$ cat src/hw/rtl/thsw_pkg.sv
// package: status codes, register indexes, reset values and lookup tables for the strobe width select
`timescale 1ns / 1ps

package thsw_pkg;

  typedef enum logic [1:0] {
    ST_OK   = 2'd0,
    ST_HOT  = 2'd1,
    ST_WEAK = 2'd2
  } status_e;

  typedef enum logic [1:0] {
    REG_HOT_HEAD_LIMIT        = 2'd0,
    REG_ADAPTER_PRESENT_LEVEL = 2'd1,
    REG_BATTERY_MIN_LEVEL     = 2'd2
  } reg_idx_e;

  localparam int unsigned NumBands  = 14;
  localparam int unsigned NumCols   = 10;
  localparam int unsigned NumVSteps = 8;

  localparam int unsigned BandW  = 4;
  localparam int unsigned ColW   = 4;
  localparam int unsigned WidthW = 11;

  localparam logic [9:0]  HotHeadLimitRst        = 10'd300;
  localparam logic [10:0] AdapterPresentLevelRst = 11'd500;
  localparam logic [10:0] BatteryMinLevelRst     = 11'd830;

  localparam logic [9:0] BandTop = 10'd931;

  localparam logic [0:NumBands-1][9:0] BandFloor = '{
    10'd906, 10'd877, 10'd844, 10'd806, 10'd768, 10'd719, 10'd676,
    10'd626, 10'd577, 10'd530, 10'd480, 10'd434, 10'd384, 10'd341
  };

  localparam logic [0:NumVSteps-1][10:0] VoltFloor = '{
    11'd1010, 11'd990, 11'd960, 11'd930, 11'd910, 11'd890, 11'd860, 11'd840
  };

  localparam logic [0:NumBands-1][0:NumCols-1][WidthW-1:0] WidthTbl = '{
    '{11'd990, 11'd1091, 11'd1148, 11'd1209, 11'd1275,
      11'd1347, 11'd1425, 11'd1510, 11'd1603, 11'd922},
    '{11'd923, 11'd1018, 11'd1071, 11'd1128, 11'd1190,
      11'd1257, 11'd1330, 11'd1409, 11'd1496, 11'd861},
    '{11'd863, 11'd952, 11'd1001, 11'd1054, 11'd1112,
      11'd1175, 11'd1243, 11'd1313, 11'd1399, 11'd805},
    '{11'd803, 11'd885, 11'd931, 11'd981, 11'd1035,
      11'd1093, 11'd1156, 11'd1226, 11'd1301, 11'd749},
    '{11'd749, 11'd826, 11'd869, 11'd915, 11'd966,
      11'd1020, 11'd1079, 11'd1143, 11'd1214, 11'd699},
    '{11'd695, 11'd767, 11'd807, 11'd850, 11'd896,
      11'd947, 11'd1002, 11'd1061, 11'd1127, 11'd648},
    '{11'd648, 11'd714, 11'd752, 11'd792, 11'd835,
      11'd882, 11'd933, 11'd989, 11'd1050, 11'd605},
    '{11'd597, 11'd659, 11'd693, 11'd730, 11'd770,
      11'd813, 11'd860, 11'd912, 11'd968, 11'd557},
    '{11'd553, 11'd610, 11'd642, 11'd676, 11'd713,
      11'd753, 11'd797, 11'd844, 11'd896, 11'd516},
    '{11'd512, 11'd564, 11'd594, 11'd626, 11'd660,
      11'd697, 11'd737, 11'd781, 11'd830, 11'd477},
    '{11'd468, 11'd516, 11'd542, 11'd571, 11'd603,
      11'd637, 11'd674, 11'd714, 11'd758, 11'd436},
    '{11'd430, 11'd474, 11'd498, 11'd525, 11'd554,
      11'd585, 11'd619, 11'd656, 11'd696, 11'd401},
    '{11'd392, 11'd432, 11'd455, 11'd479, 11'd505,
      11'd533, 11'd564, 11'd598, 11'd635, 11'd366},
    '{11'd354, 11'd390, 11'd410, 11'd432, 11'd456,
      11'd482, 11'd510, 11'd540, 11'd573, 11'd330}
  };

endpackage

$ cat src/hw/rtl/thermal_head_strobe_width_select.sv
// top level: thermal print head strobe width select from thermistor, adapter and battery readings
// pipeline: input register, then result register
// throughput: one beat per cycle while the result side is free; both registers then advance together
// reset: valid flags clear, limit registers load 300 / 500 / 830
`timescale 1ns / 1ps

module thermal_head_strobe_width_select (
  input  logic        clk_i,
  input  logic        rst_ni,
  input  logic        s_axis_tvalid,
  output logic        s_axis_tready,
  input  logic [39:0] s_axis_tdata,   // thermistor_raw[11:0], adapter_raw[23:12],
                                      // battery_raw[35:24], zero pad[39:36]
  output logic        m_axis_tvalid,
  input  logic        m_axis_tready,
  output logic [15:0] m_axis_tdata,   // status[1:0], strobe_width_us[12:2], zero pad[15:13]
  input  logic        cfg_we_i,
  input  logic [1:0]  cfg_index_i,
  input  logic [10:0] cfg_data_i
);

  logic [9:0]  hot_limit_q;
  logic [10:0] adapter_level_q;
  logic [10:0] battery_min_q;

  logic        in_valid_q;
  logic [11:0] therm_q, adapter_q, battery_q;

  logic        out_valid_q;
  logic [1:0]  status_q, status_d;
  logic [10:0] width_q, width_d;

  logic        advance;

  logic [9:0]  therm_s;
  logic [10:0] adapter_s, battery_s;
  logic [3:0]  band;
  logic [3:0]  col;
  logic [3:0]  bat_col;

  assign advance       = !out_valid_q || m_axis_tready;
  assign s_axis_tready = !in_valid_q || advance;

  always_ff @(posedge clk_i or negedge rst_ni) begin
    if (!rst_ni) begin
      hot_limit_q     <= thsw_pkg::HotHeadLimitRst;
      adapter_level_q <= thsw_pkg::AdapterPresentLevelRst;
      battery_min_q   <= thsw_pkg::BatteryMinLevelRst;
    end else if (cfg_we_i) begin
      case (cfg_index_i)
        thsw_pkg::REG_HOT_HEAD_LIMIT:        hot_limit_q     <= cfg_data_i[9:0];
        thsw_pkg::REG_ADAPTER_PRESENT_LEVEL: adapter_level_q <= cfg_data_i;
        thsw_pkg::REG_BATTERY_MIN_LEVEL:     battery_min_q   <= cfg_data_i;
        default: ;
      endcase
    end
  end

  always_ff @(posedge clk_i or negedge rst_ni) begin
    if (!rst_ni) begin
      in_valid_q  <= 1'b0;
      out_valid_q <= 1'b0;
    end else begin
      if (s_axis_tready) begin
        in_valid_q <= s_axis_tvalid;
      end
      if (advance) begin
        out_valid_q <= in_valid_q;
      end
    end
  end

  always_ff @(posedge clk_i) begin
    if (s_axis_tready && s_axis_tvalid) begin
      therm_q   <= s_axis_tdata[11:0];
      adapter_q <= s_axis_tdata[23:12];
      battery_q <= s_axis_tdata[35:24];
    end
    if (advance && in_valid_q) begin
      status_q <= status_d;
      width_q  <= width_d;
    end
  end

  assign therm_s   = therm_q[11:2];
  assign adapter_s = adapter_q[11:1];
  assign battery_s = battery_q[11:1];

  // first band whose floor lies below the reading; NumBands if none does or if the reading is above BandTop
  always_comb begin
    band = 4'(thsw_pkg::NumBands);
    for (int b = thsw_pkg::NumBands - 1; b >= 0; b--) begin
      if (therm_s > thsw_pkg::BandFloor[b]) begin
        band = 4'(b);
      end
    end
    if (therm_s > thsw_pkg::BandTop) begin
      band = 4'(thsw_pkg::NumBands);
    end
  end

  always_comb begin
    bat_col = 4'(thsw_pkg::NumVSteps);
    for (int c = thsw_pkg::NumVSteps - 1; c >= 0; c--) begin
      if (battery_s > thsw_pkg::VoltFloor[c]) begin
        bat_col = 4'(c);
      end
    end
  end

  always_comb begin
    status_d = thsw_pkg::ST_HOT;
    width_d  = '0;
    col      = 4'(thsw_pkg::NumCols - 1);
    if (therm_s > hot_limit_q) begin
      if (adapter_s < adapter_level_q && battery_s <= battery_min_q) begin
        status_d = thsw_pkg::ST_WEAK;
      end else begin
        if (adapter_s < adapter_level_q) begin
          col = bat_col;
        end
        if (band < 4'(thsw_pkg::NumBands)) begin
          status_d = thsw_pkg::ST_OK;
          width_d  = thsw_pkg::WidthTbl[band][col];
        end
      end
    end
  end

  assign m_axis_tvalid = out_valid_q;
  assign m_axis_tdata  = {3'b000, width_q, status_q};

endmodule
$ cat config.mk
export PLATFORM = sky130hd
export DESIGN_NAME = thermal_head_strobe_width_select
export DESIGN_NICKNAME = d
export VERILOG_FILES = /design/src/hw/rtl/thsw_pkg.sv /design/src/hw/rtl/thermal_head_strobe_width_select.sv
export SDC_FILE = /design/constraint.sdc
export NUM_CORES = 1
export LEC_CHECK = 0
export BUFFER_PORTS_ARGS = -buffer_cell sky130_fd_sc_hd__buf_2
export CORE_UTILIZATION = 42
export CTS_CLUSTER_SIZE = 16
export DETAILED_ROUTE_END_ITERATION = 10
export PLACE_DENSITY_LB_ADDON = 0.15
export SLEW_MARGIN = 30
export SYNTH_ARGS = -nofsm -noshare
export SYNTH_HDL_FRONTEND = slang
export SYNTH_SLANG_ARGS = --single-unit
$ cat constraint.sdc
create_clock -name clk_i -period 3.5 [get_ports clk_i]
set_input_delay 0.175 -clock clk_i [delete_from_list [all_inputs] [get_ports clk_i]]
set_output_delay 0.175 -clock clk_i [all_outputs]
set_load 0.02 [all_outputs]
* Yosys cells after proc, flatten, opt, wreduce, memory -nomap -nowiden
Memories as Yosys holds them, arrays and structs flattened.
Cells that the tools add are included.
** Operators by class
- Bitwise logic cells :: 4
- Equal/unequal tests :: 2
- Magnitude comparators :: 29
- Reduce and logical (&&, ||, !) cells :: 12
- Mux-type cells :: 33
** Operator list (count)
- $mux W110 :: 2
- $gt A10 B10 Y1 const B :: 11
- $mux W4 :: 25
- $gt A11 B10 Y1 const B :: 8
- $bmux W11 S4 :: 1
- $gt A10 B9 Y1 const B :: 4
- $mux W11 :: 2
- $le A11 B11 Y1 :: 1
- $lt A11 B11 Y1 :: 1
- $ge A5 B5 Y1 const B :: 2
- $gt A10 B10 Y1 :: 1
- $not A4 Y5 :: 2
- $reduce_and A2 Y1 :: 3
- $lt A4 B4 Y1 const B :: 1
- $mux W2 :: 2
- $logic_and A1 B1 Y1 :: 3
- $reduce_or A3 Y1 :: 1
- $eq A2 B1 Y1 const B :: 1
- $eq A2 B2 Y1 const B :: 1
- $logic_not A1 Y1 :: 2
- $logic_not A2 Y1 :: 1
- $logic_or A1 B1 Y1 :: 2
- $not A1 Y1 :: 2
- $mux W1 :: 1
** Word-level totals
- Output and inout bits :: 18
- Register bits after elaboration :: 83
- Bits of input ports :: 58
- ROM bits :: 1760
- Memories :: 1
- Word-level logic and storage cells :: 91
** Memories
- (no name shown) :: depth 16, width 110, read ports 1, clocked after Yosys merged registers in 0, write ports 0, RTL line thermal_head_strobe_width_select.sv:124 : width_d = thsw_pkg::WidthTbl[band][col];

* Depth between registers and ports, before layout
Gate-level depths: netlist (run 1).
- Depth after elaboration :: 23
- Depth in mapped cells :: 16
- Mapped depth without buffers :: 13

* Worst setup path after synthesis (run 1)
OpenSTA, ideal clock, no wires.
- Path kind :: reg2reg
- Start point :: reg therm_q[7]
- End point :: reg width_q[6], data pin
- Period minus slack after synthesis :: 3.740 ns
- Path buffers :: 4
- Data arrival time :: 3.454 ns
- Setup slack :: -0.240 ns
- Library setup time :: 0.286 ns
- Data required time :: 3.214 ns
- Cell stages (with the launch flop) :: 16
- Path through :: edfxtp_1 > buf_4 > nor3b_1 > a221o_2 > a311oi_4 > or2_2 > nand3_4 > buf_2 > ha_1 > clkbuf_1 > clkbuf_1 > nand2_1 > o2111ai_1 > a21oi_1 > o32ai_1 > a21oi_1
** On the way
- Word-level cells in the longest chain between the ends :: 23
- Elaborated cells on any way between the ends :: 42
- Classes of those cells :: order compare: 17; mux: 20; bitwise: 3; reduce/logical: 1; memory: 1
** RTL lines
- from (decl) :: RTL line thermal_head_strobe_width_select.sv:27 : logic [11:0] therm_q, adapter_q, battery_q;
- from (signal assigned) :: RTL line thermal_head_strobe_width_select.sv:75 : therm_q <= s_axis_tdata[11:0];
- $gt A10 B9 Y1 :: RTL line thermal_head_strobe_width_select.sv:93 : if (therm_s > thsw_pkg::BandFloor[b]) begin
- $mux W2 :: RTL line thermal_head_strobe_width_select.sv:93
- $mux W4 (13 in series) :: RTL line thermal_head_strobe_width_select.sv:93
- $mux W4 :: RTL line thermal_head_strobe_width_select.sv:97 : if (therm_s > thsw_pkg::BandTop) begin
- $not A4 Y5 (implied by the code) :: RTL line thermal_head_strobe_width_select.sv:124
- $mem_v2 Z16 W110
- $mux W110 (implied by the code) (2 in series) :: RTL line thermal_head_strobe_width_select.sv:124
- $bmux W11 S4 :: RTL line thermal_head_strobe_width_select.sv:124
- $mux W11 (implied by the code) (2 in series) :: RTL line thermal_head_strobe_width_select.sv:124
- to (signal assigned) :: RTL line thermal_head_strobe_width_select.sv:81 : width_q <= width_d;
- to (decl) :: RTL line thermal_head_strobe_width_select.sv:31 : logic [10:0] width_q, width_d;
Parallel ways exist; a longest one is shown, timed or not. The select of a mux whose other input is x is not followed.
A chain may end at the register's enable or synchronous reset.

* Worst setup path after layout (run 1)
- Start point :: reg therm_q[4]
- End point :: reg width_q[6], data pin
Same word-level chain as after synthesis.

==> impl_metrics.toml, run 1 <==
[power_and_ir_drop]
peakVddDrop_v = 0.000378
combPwrFrac_pct = 52.8
leakagePower_nw = 4.31
total_power_w = 0.00475
pwr-share-clk_pct = 21.6
internal_power_w = 0.00288
swShare_pct = 39.4
pwr-share-seq_pct = 25.7
power_density_mw_per_mm2 = 461
p_switching_w = 0.00187

[timing]
skew_ps = 12.1
fin_hold_ws_ps = 7.15
fin_crit_sh_pct = 100
layout_min_cycle_time_ps = 3500
grt_setup_unrepaired = "yes"
max_freq_ghz = 0.285
slew_headroom_pct = 46.3
worst_pin_slew_ps = 805
finalSetupTns_ps = -4.76
drv_slew = 0
hold_violations = 0
fin_ws_ps = -4.76
setup_violations = 1

[critical_path]
endpoint = "width_q[6]"
crit_start = "therm_q[4]"
worst-path-stages = 14
start_kind = "flop"
reg2reg_slack_ps = -5
cp_data_arrival_time_ps = 3590
path_class = "flop to flop"
crit_slowest_cell = "or4_4"
path_buf_inv = 2
cp_max_fo = 11
r2r-end = "width_q[6]"
regToRegStartpoint = "therm_q[4]"
max_stage_delay_ps = 570
r2r_cells = 14
end_kind = "flop"
crit_family = "compound AO/OA/AOI/OAI gates"
path_cells = "a211oi_4 > or4_4 > a311oi_4 > or2_4 > nand3_4 > ha_4 > buf_4 > a21oi_4 > o21ai_0 > o21ai_0 > a21oi_1 > o32ai_2 > buf_4 > a21oi_2"
worstPathRequired_ps = 3580

[min_path]
hp-class = "input port to flop"
hold_depth = 1

[global_routing]
gr-usage-all-layers_pct = 33.5
grt_max_degree = 39
top_usage_layer = "met2"
use_met1_pct = 43.8
grt_pass1_vias = 7844
grt_pass1_wl_mm = 44.4
antenna_found_initial = 0
met3_usage_pct = 5.52
grt.overflow.total = 0
groute.layer.met2.usage_pct = 54.6

[die]
core_mm2 = 0.0161
io_pins = 76
die_x_um = 132
rows = 46
fp.dieH_um = 132
dieArea_mm2 = 0.0173
initial_core_util_pct = 43.7

[synthesis]
synth_edf_count = 45
yosys_warnings = 0
syn-instance-count = 805
syn_avg_cell_area_um2 = 8.75
synth_async_sr_flop_share_pct = 43.0
synth_cell_types = 93
synthesis.area_mm2 = 0.00705
synth.yosys.seq_area_share_pct = 31.6
synth-seq-cells = 79
ys.flop_type = "edfxtp_1"

[clocking]
cts-root-buf = "clkbuf_16"
cts_sinks = 79
cts_tree = "built"
cts_inserted_buffers = 9
h-tree-depth = 3
clk_path_buf_depth = 2
clkTransAtPathRegs_ps = 70
clock_latency_ps = 340

[route]
dr_total_vias = 8082
drc = 0
firstDrtPassIters = 5
vias_per_cell = 6.28
totalWireLength_mm = 29.9
ant_nets = 0
drt_iter0_drc = 801
wl_per_cell_um = 23.2

[finish]
post-route-util_pct = 64.0
drive_gt1_share_pct = 43.0
syn2layout_area_growth_pct = 46.3
final_common_cell = "buf_4"
instances_no_fill = 1287
num_antenna_cells = 0
layout_common_cells = "buf_4, nand2_1, buf_2"
finalNetCount = 1174
n_fill_cell = 1416

[flow_run]
maxCapViolations = 0

[place]
place_inst = 1214
gp_congestion = 0.998
place_hpwl_mm = 22.2
io_buffers = 64

[status]
outcome = "complete, but fails checks"
failed_checks = "setup timing"
-- final cells by class --
type / instances / area (µm²) / share of cell area, %
Clock buffer: 10 / 250 / 2.43
Clock inverter: 6 / 81.3 / 0.789
Inverter: 46 / 183 / 1.77
Multi-Input combinational cell: 623 / 4900 / 47.5
Sequential cell: 79 / 2220 / 21.6
Tap cell: 216 / 270 / 2.62
Timing Repair Buffer: 307 / 2400 / 23.3
-- cell usage after synthesis, drive strengths merged (17+ instances only) --
master	instances	area (µm²)
a21oi	46	230
buf	33	220
clkbuf	26	97.6
dfrtp	17	425
dfstp	17	447
edfxtp	45	1350
ha	50	626
inv	46	173
mux2	23	259
nand2	71	267
nand3	17	97.6
nor2	66	272
nor3	24	125
o21ai	60	304
-- worst reg2reg max path: cells and delay by family, from the launching register on --
family	cells	cell delay, ps
compound gates	8	1200
simple gates	3	890
flops	1	550
buf+inv	2	330
fa+ha+maj	1	300
-- registers in the layout, indices dropped and copies added (netlist names) --
| signal | flops |
|---|---|
| battery_q | 11 |
| adapter_level_q | 11 |
| m_axis_tvalid | 1 |
| status_q | 2 |
| width_q | 11 |
| battery_min_q | 11 |
| hot_limit_q | 10 |
| in_valid_q | 1 |
| adapter_q | 11 |
| therm_q | 10 |
-- stage by stage --
step	instance area [µm²]	setup WS [ps]
2_1_floorplan	7090	1.39
3_3_place_gp	8840	-101
3_5_place_dp	8840	-133
4_1_cts	9530	-28.2
5_1_grt	10300	-146
6_report	10300	-4.76
-- logic make-up after synthesis --
family | after synthesis | synth area share [%]
compound gates | 288 | 29.9
simple gates | 258 | 18.9
buf+inv | 105 | 6.96
flops | 79 | 31.6
fa+ha+maj | 50 | 8.88
mux | 24 | 3.82
other cells | 1 | 0.0532
-- power groups by stage --
stage,Combinational [W],Clock [W],Sequential [W]
5_1_grt,0.00265,0.00107,0.00123
4_1_cts,0.00218,0.00104,0.00122
3_5_place_dp,0.00206,0,0.00124
3_3_place_gp,0.00205,0,0.00123
2_1_floorplan,0.00114,0,0.00124
6_report,0.00251,0.00103,0.00122
-- what timing repair did --
item | in CTS | in global routing
buffers inserted | 1 | 33
endpoints found under the setup margin | 9 | 11
pin swaps | 2 | 35
resized for setup | 17 | 115
cloned | 2 | 0
hold buffers | 22 | 1
endpoints found under the hold margin | 38 | 1
-- metal layers --
layer,up-vias,routed length [µm]
met3,97,2350
met4,0,1230
met5,-,0
met2,453,13900
li1,3630,-
met1,3902,12400
-- how the worst min path moves through the flow --
stage / from / end / slack (ps)
floorplan: rst_ni / adapter_level_q[0] / -120
global placement: rst_ni / adapter_level_q[3] / 280
detailed placement: rst_ni / adapter_level_q[10] / 310
CTS: s_axis_tdata[8] / therm_q[8] / 0.2
global route: s_axis_tdata[9] / therm_q[9] / 2
finish: s_axis_tdata[16] / adapter_q[4] / 7
Note: power is estimated with default switching activity, not from simulation.
==> run 2, diff against run 1 <==
CORE_ASPECT_RATIO = 0.9   (was not set)
==> run 2 against run 1 <==
  * The run ends with DRC, setup timing left
  * Core utilization fell by 0.81 points
  * Largest cell class unchanged
  * Register-to-register slack worse by 110 ps
  * Die area is essentially flat
  * Critical path depth grew 2
  * Highest routed layer unchanged
  * Final cell count is 1.8% lower
  * Wire length increased by 2.8%
  * Combinational power increased by 2%
  * Count of clock-buffer cells in the layout grew 1
  * Flip-flop and latch count stayed put
  * Hold slack is essentially flat
  * Clock skew is 1.3 ps higher
==> impl_metrics.toml, run 2 (synthesis results as in run 1) <==
[status]
outcome = "complete, but fails checks"
failed_checks = "DRC, setup timing"

[critical_path]
crit_slowest_cell = "edfxtp_1"
crit_start = "therm_q[6]"
reg2reg_slack_ps = -120
cp_data_arrival_time_ps = 3700
start_kind = "flop"
cp_max_fo = 5
end_kind = "flop"
path_class = "flop to flop"
worstPathRequired_ps = 3590
path_buf_inv = 5
r2r-end = "width_q[1]"
max_stage_delay_ps = 490
worst-path-stages = 16
r2r_cells = 16
path_cells = "buf_4 > buf_4 > nor3_2 > buf_4 > nand4_1 > a311oi_4 > or2_4 > nand3_4 > ha_4 > buf_6 > a21o_4 > o21ai_2 > buf_6 > a32oi_2 > o32ai_2 > nor4_1"
endpoint = "width_q[1]"
path_common_cell = "buf_4"
crit_family = "compound AO/OA/AOI/OAI gates"
regToRegStartpoint = "therm_q[6]"

[die]
fp.dieH_um = 125
core_mm2 = 0.0162
initial_core_util_pct = 43.4
rows = 44
dieArea_mm2 = 0.0173
die_x_um = 139
io_pins = 76

[finish]
drive_gt1_share_pct = 43.3
final-seq-area_mm2 = 0.00222
post-route-util_pct = 63.2
syn2layout_area_growth_pct = 45.6
final_common_cell = "buf_4"
multi_input_area_mm2 = 0.00499
n_fill_cell = 1317
layout_common_cells = "buf_4, nand2_1, buf_2"
finalNetCount = 1160
num_antenna_cells = 0

[route]
totalWireLength_mm = 30.7
wl_per_cell_um = 24.3
drt_iter0_drc = 973
dr_total_vias = 8191
firstDrtPassIters = 8
drc = 14
ant_nets = 0
vias_per_cell = 6.48

[global_routing]
grt.overflow.total = 0
grt_pass1_vias = 7863
grt_max_degree = 54
grt_pass1_wl_mm = 45.4
gr-usage-all-layers_pct = 34.4
antenna_found_initial = 0

[clocking]
h-tree-depth = 3
clock_latency_ps = 350
clkTransAtPathRegs_ps = 60
clk_path_buf_depth = 2
cts-root-buf = "clkbuf_16"
cts_tree = "built"
cts_sinks = 79
cts_inserted_buffers = 9

[timing]
drv_slew = 0
skew_ps = 13.4
hold_violations = 0
slew_headroom_pct = 39.1
fin_ws_ps = -115
setup_violations = 10
grt_setup_unrepaired = "yes"
max_freq_ghz = 0.277
layout_min_cycle_time_ps = 3620
worst_pin_slew_ps = 910
fin_crit_sh_pct = 103

[place]
io_buffers = 64
dp_slack_ps = -167
place_hpwl_mm = 22.1
gp_congestion = 1.03

[power_and_ir_drop]
peakVddDrop_v = 0.000271
power_density_mw_per_mm2 = 459
leakagePower_nw = 4.28
total_power_w = 0.00470

[min_path]
hp-class = "input port to flop"

[flow_run]
maxCapViolations = 0
-- run 2: changes by cell type in the layout (fill, tap and decap cells not counted), moves of 3 or more --
cell           previous run  this run
buf_4                   193       178
o21ai_0                  44        38
o21ai_2                   3         8
buf_6                    14        18
a21oi_1                  39        42
a21oi_2                   6         3
dlygate4sd3_1            23        20
o311ai_2                  4         1
-- run 2: report_power, final --
part           internal, W  leakage [nW]  switching [W]
combinational      0.00111          3.32        0.00145
clock             0.000554         0.144       0.000379
sequential         0.00115         0.816      0.0000619
-- run 2: cell type report --
type                            count  share of cell area, %
Sequential cell                    79                   21.7
Multi-Input combinational cell    623                   48.7
Timing Repair Buffer              293                   22.5
Tap cell                          207                   2.53
Inverter                           46                   1.76
Clock buffer                       11                   2.27
Clock inverter                      5                  0.561
-- run 2: how the worst min path moves through the flow --
stage | start | to | depth (start not counted)
after detailed placement | rst_ni | hot_limit_q[4] | 1
after global placement | rst_ni | hot_limit_q[4] | 1
after CTS | s_axis_tdata[13] | adapter_q[1] | 1
after global routing | s_axis_tdata[13] | adapter_q[1] | 1
final | s_axis_tdata[5] | therm_q[5] | 1
after floorplan | rst_ni | adapter_level_q[0] | 0
-- run 2: metrics by stage --
stage	instance area, µm²	instances	setup TNS (ps)	hold WS (ps)
after floorplan	7090	807	0	-121
after global placement	8760	1194	-899	261
after detailed placement	8760	1194	-853	300
after CTS	9390	1238	-134	0.462
after global routing	10300	1264	-1450	0.681
final	10300	1264	-723	7.39
-- run 2: repair_timing --
action                     CTS  global route
buffers inserted             9            25
cloned                       0             1
hold endpoints to repair    35             1
pin swaps                    7            51
setup endpoints to repair   11            11
resized for setup           19           140
hold buffers                19             1
-- run 2: routing by layer --
layer | vias to the layer above | track usage, % | wire [µm]
li1 | 3602 | - | -
met1 | 3954 | 46.5 | 12800
met2 | 543 | 51.0 | 13100
met3 | 92 | 12.3 | 3850
met4 | 0 | 10.0 | 898
met5 | - | 0 | 0
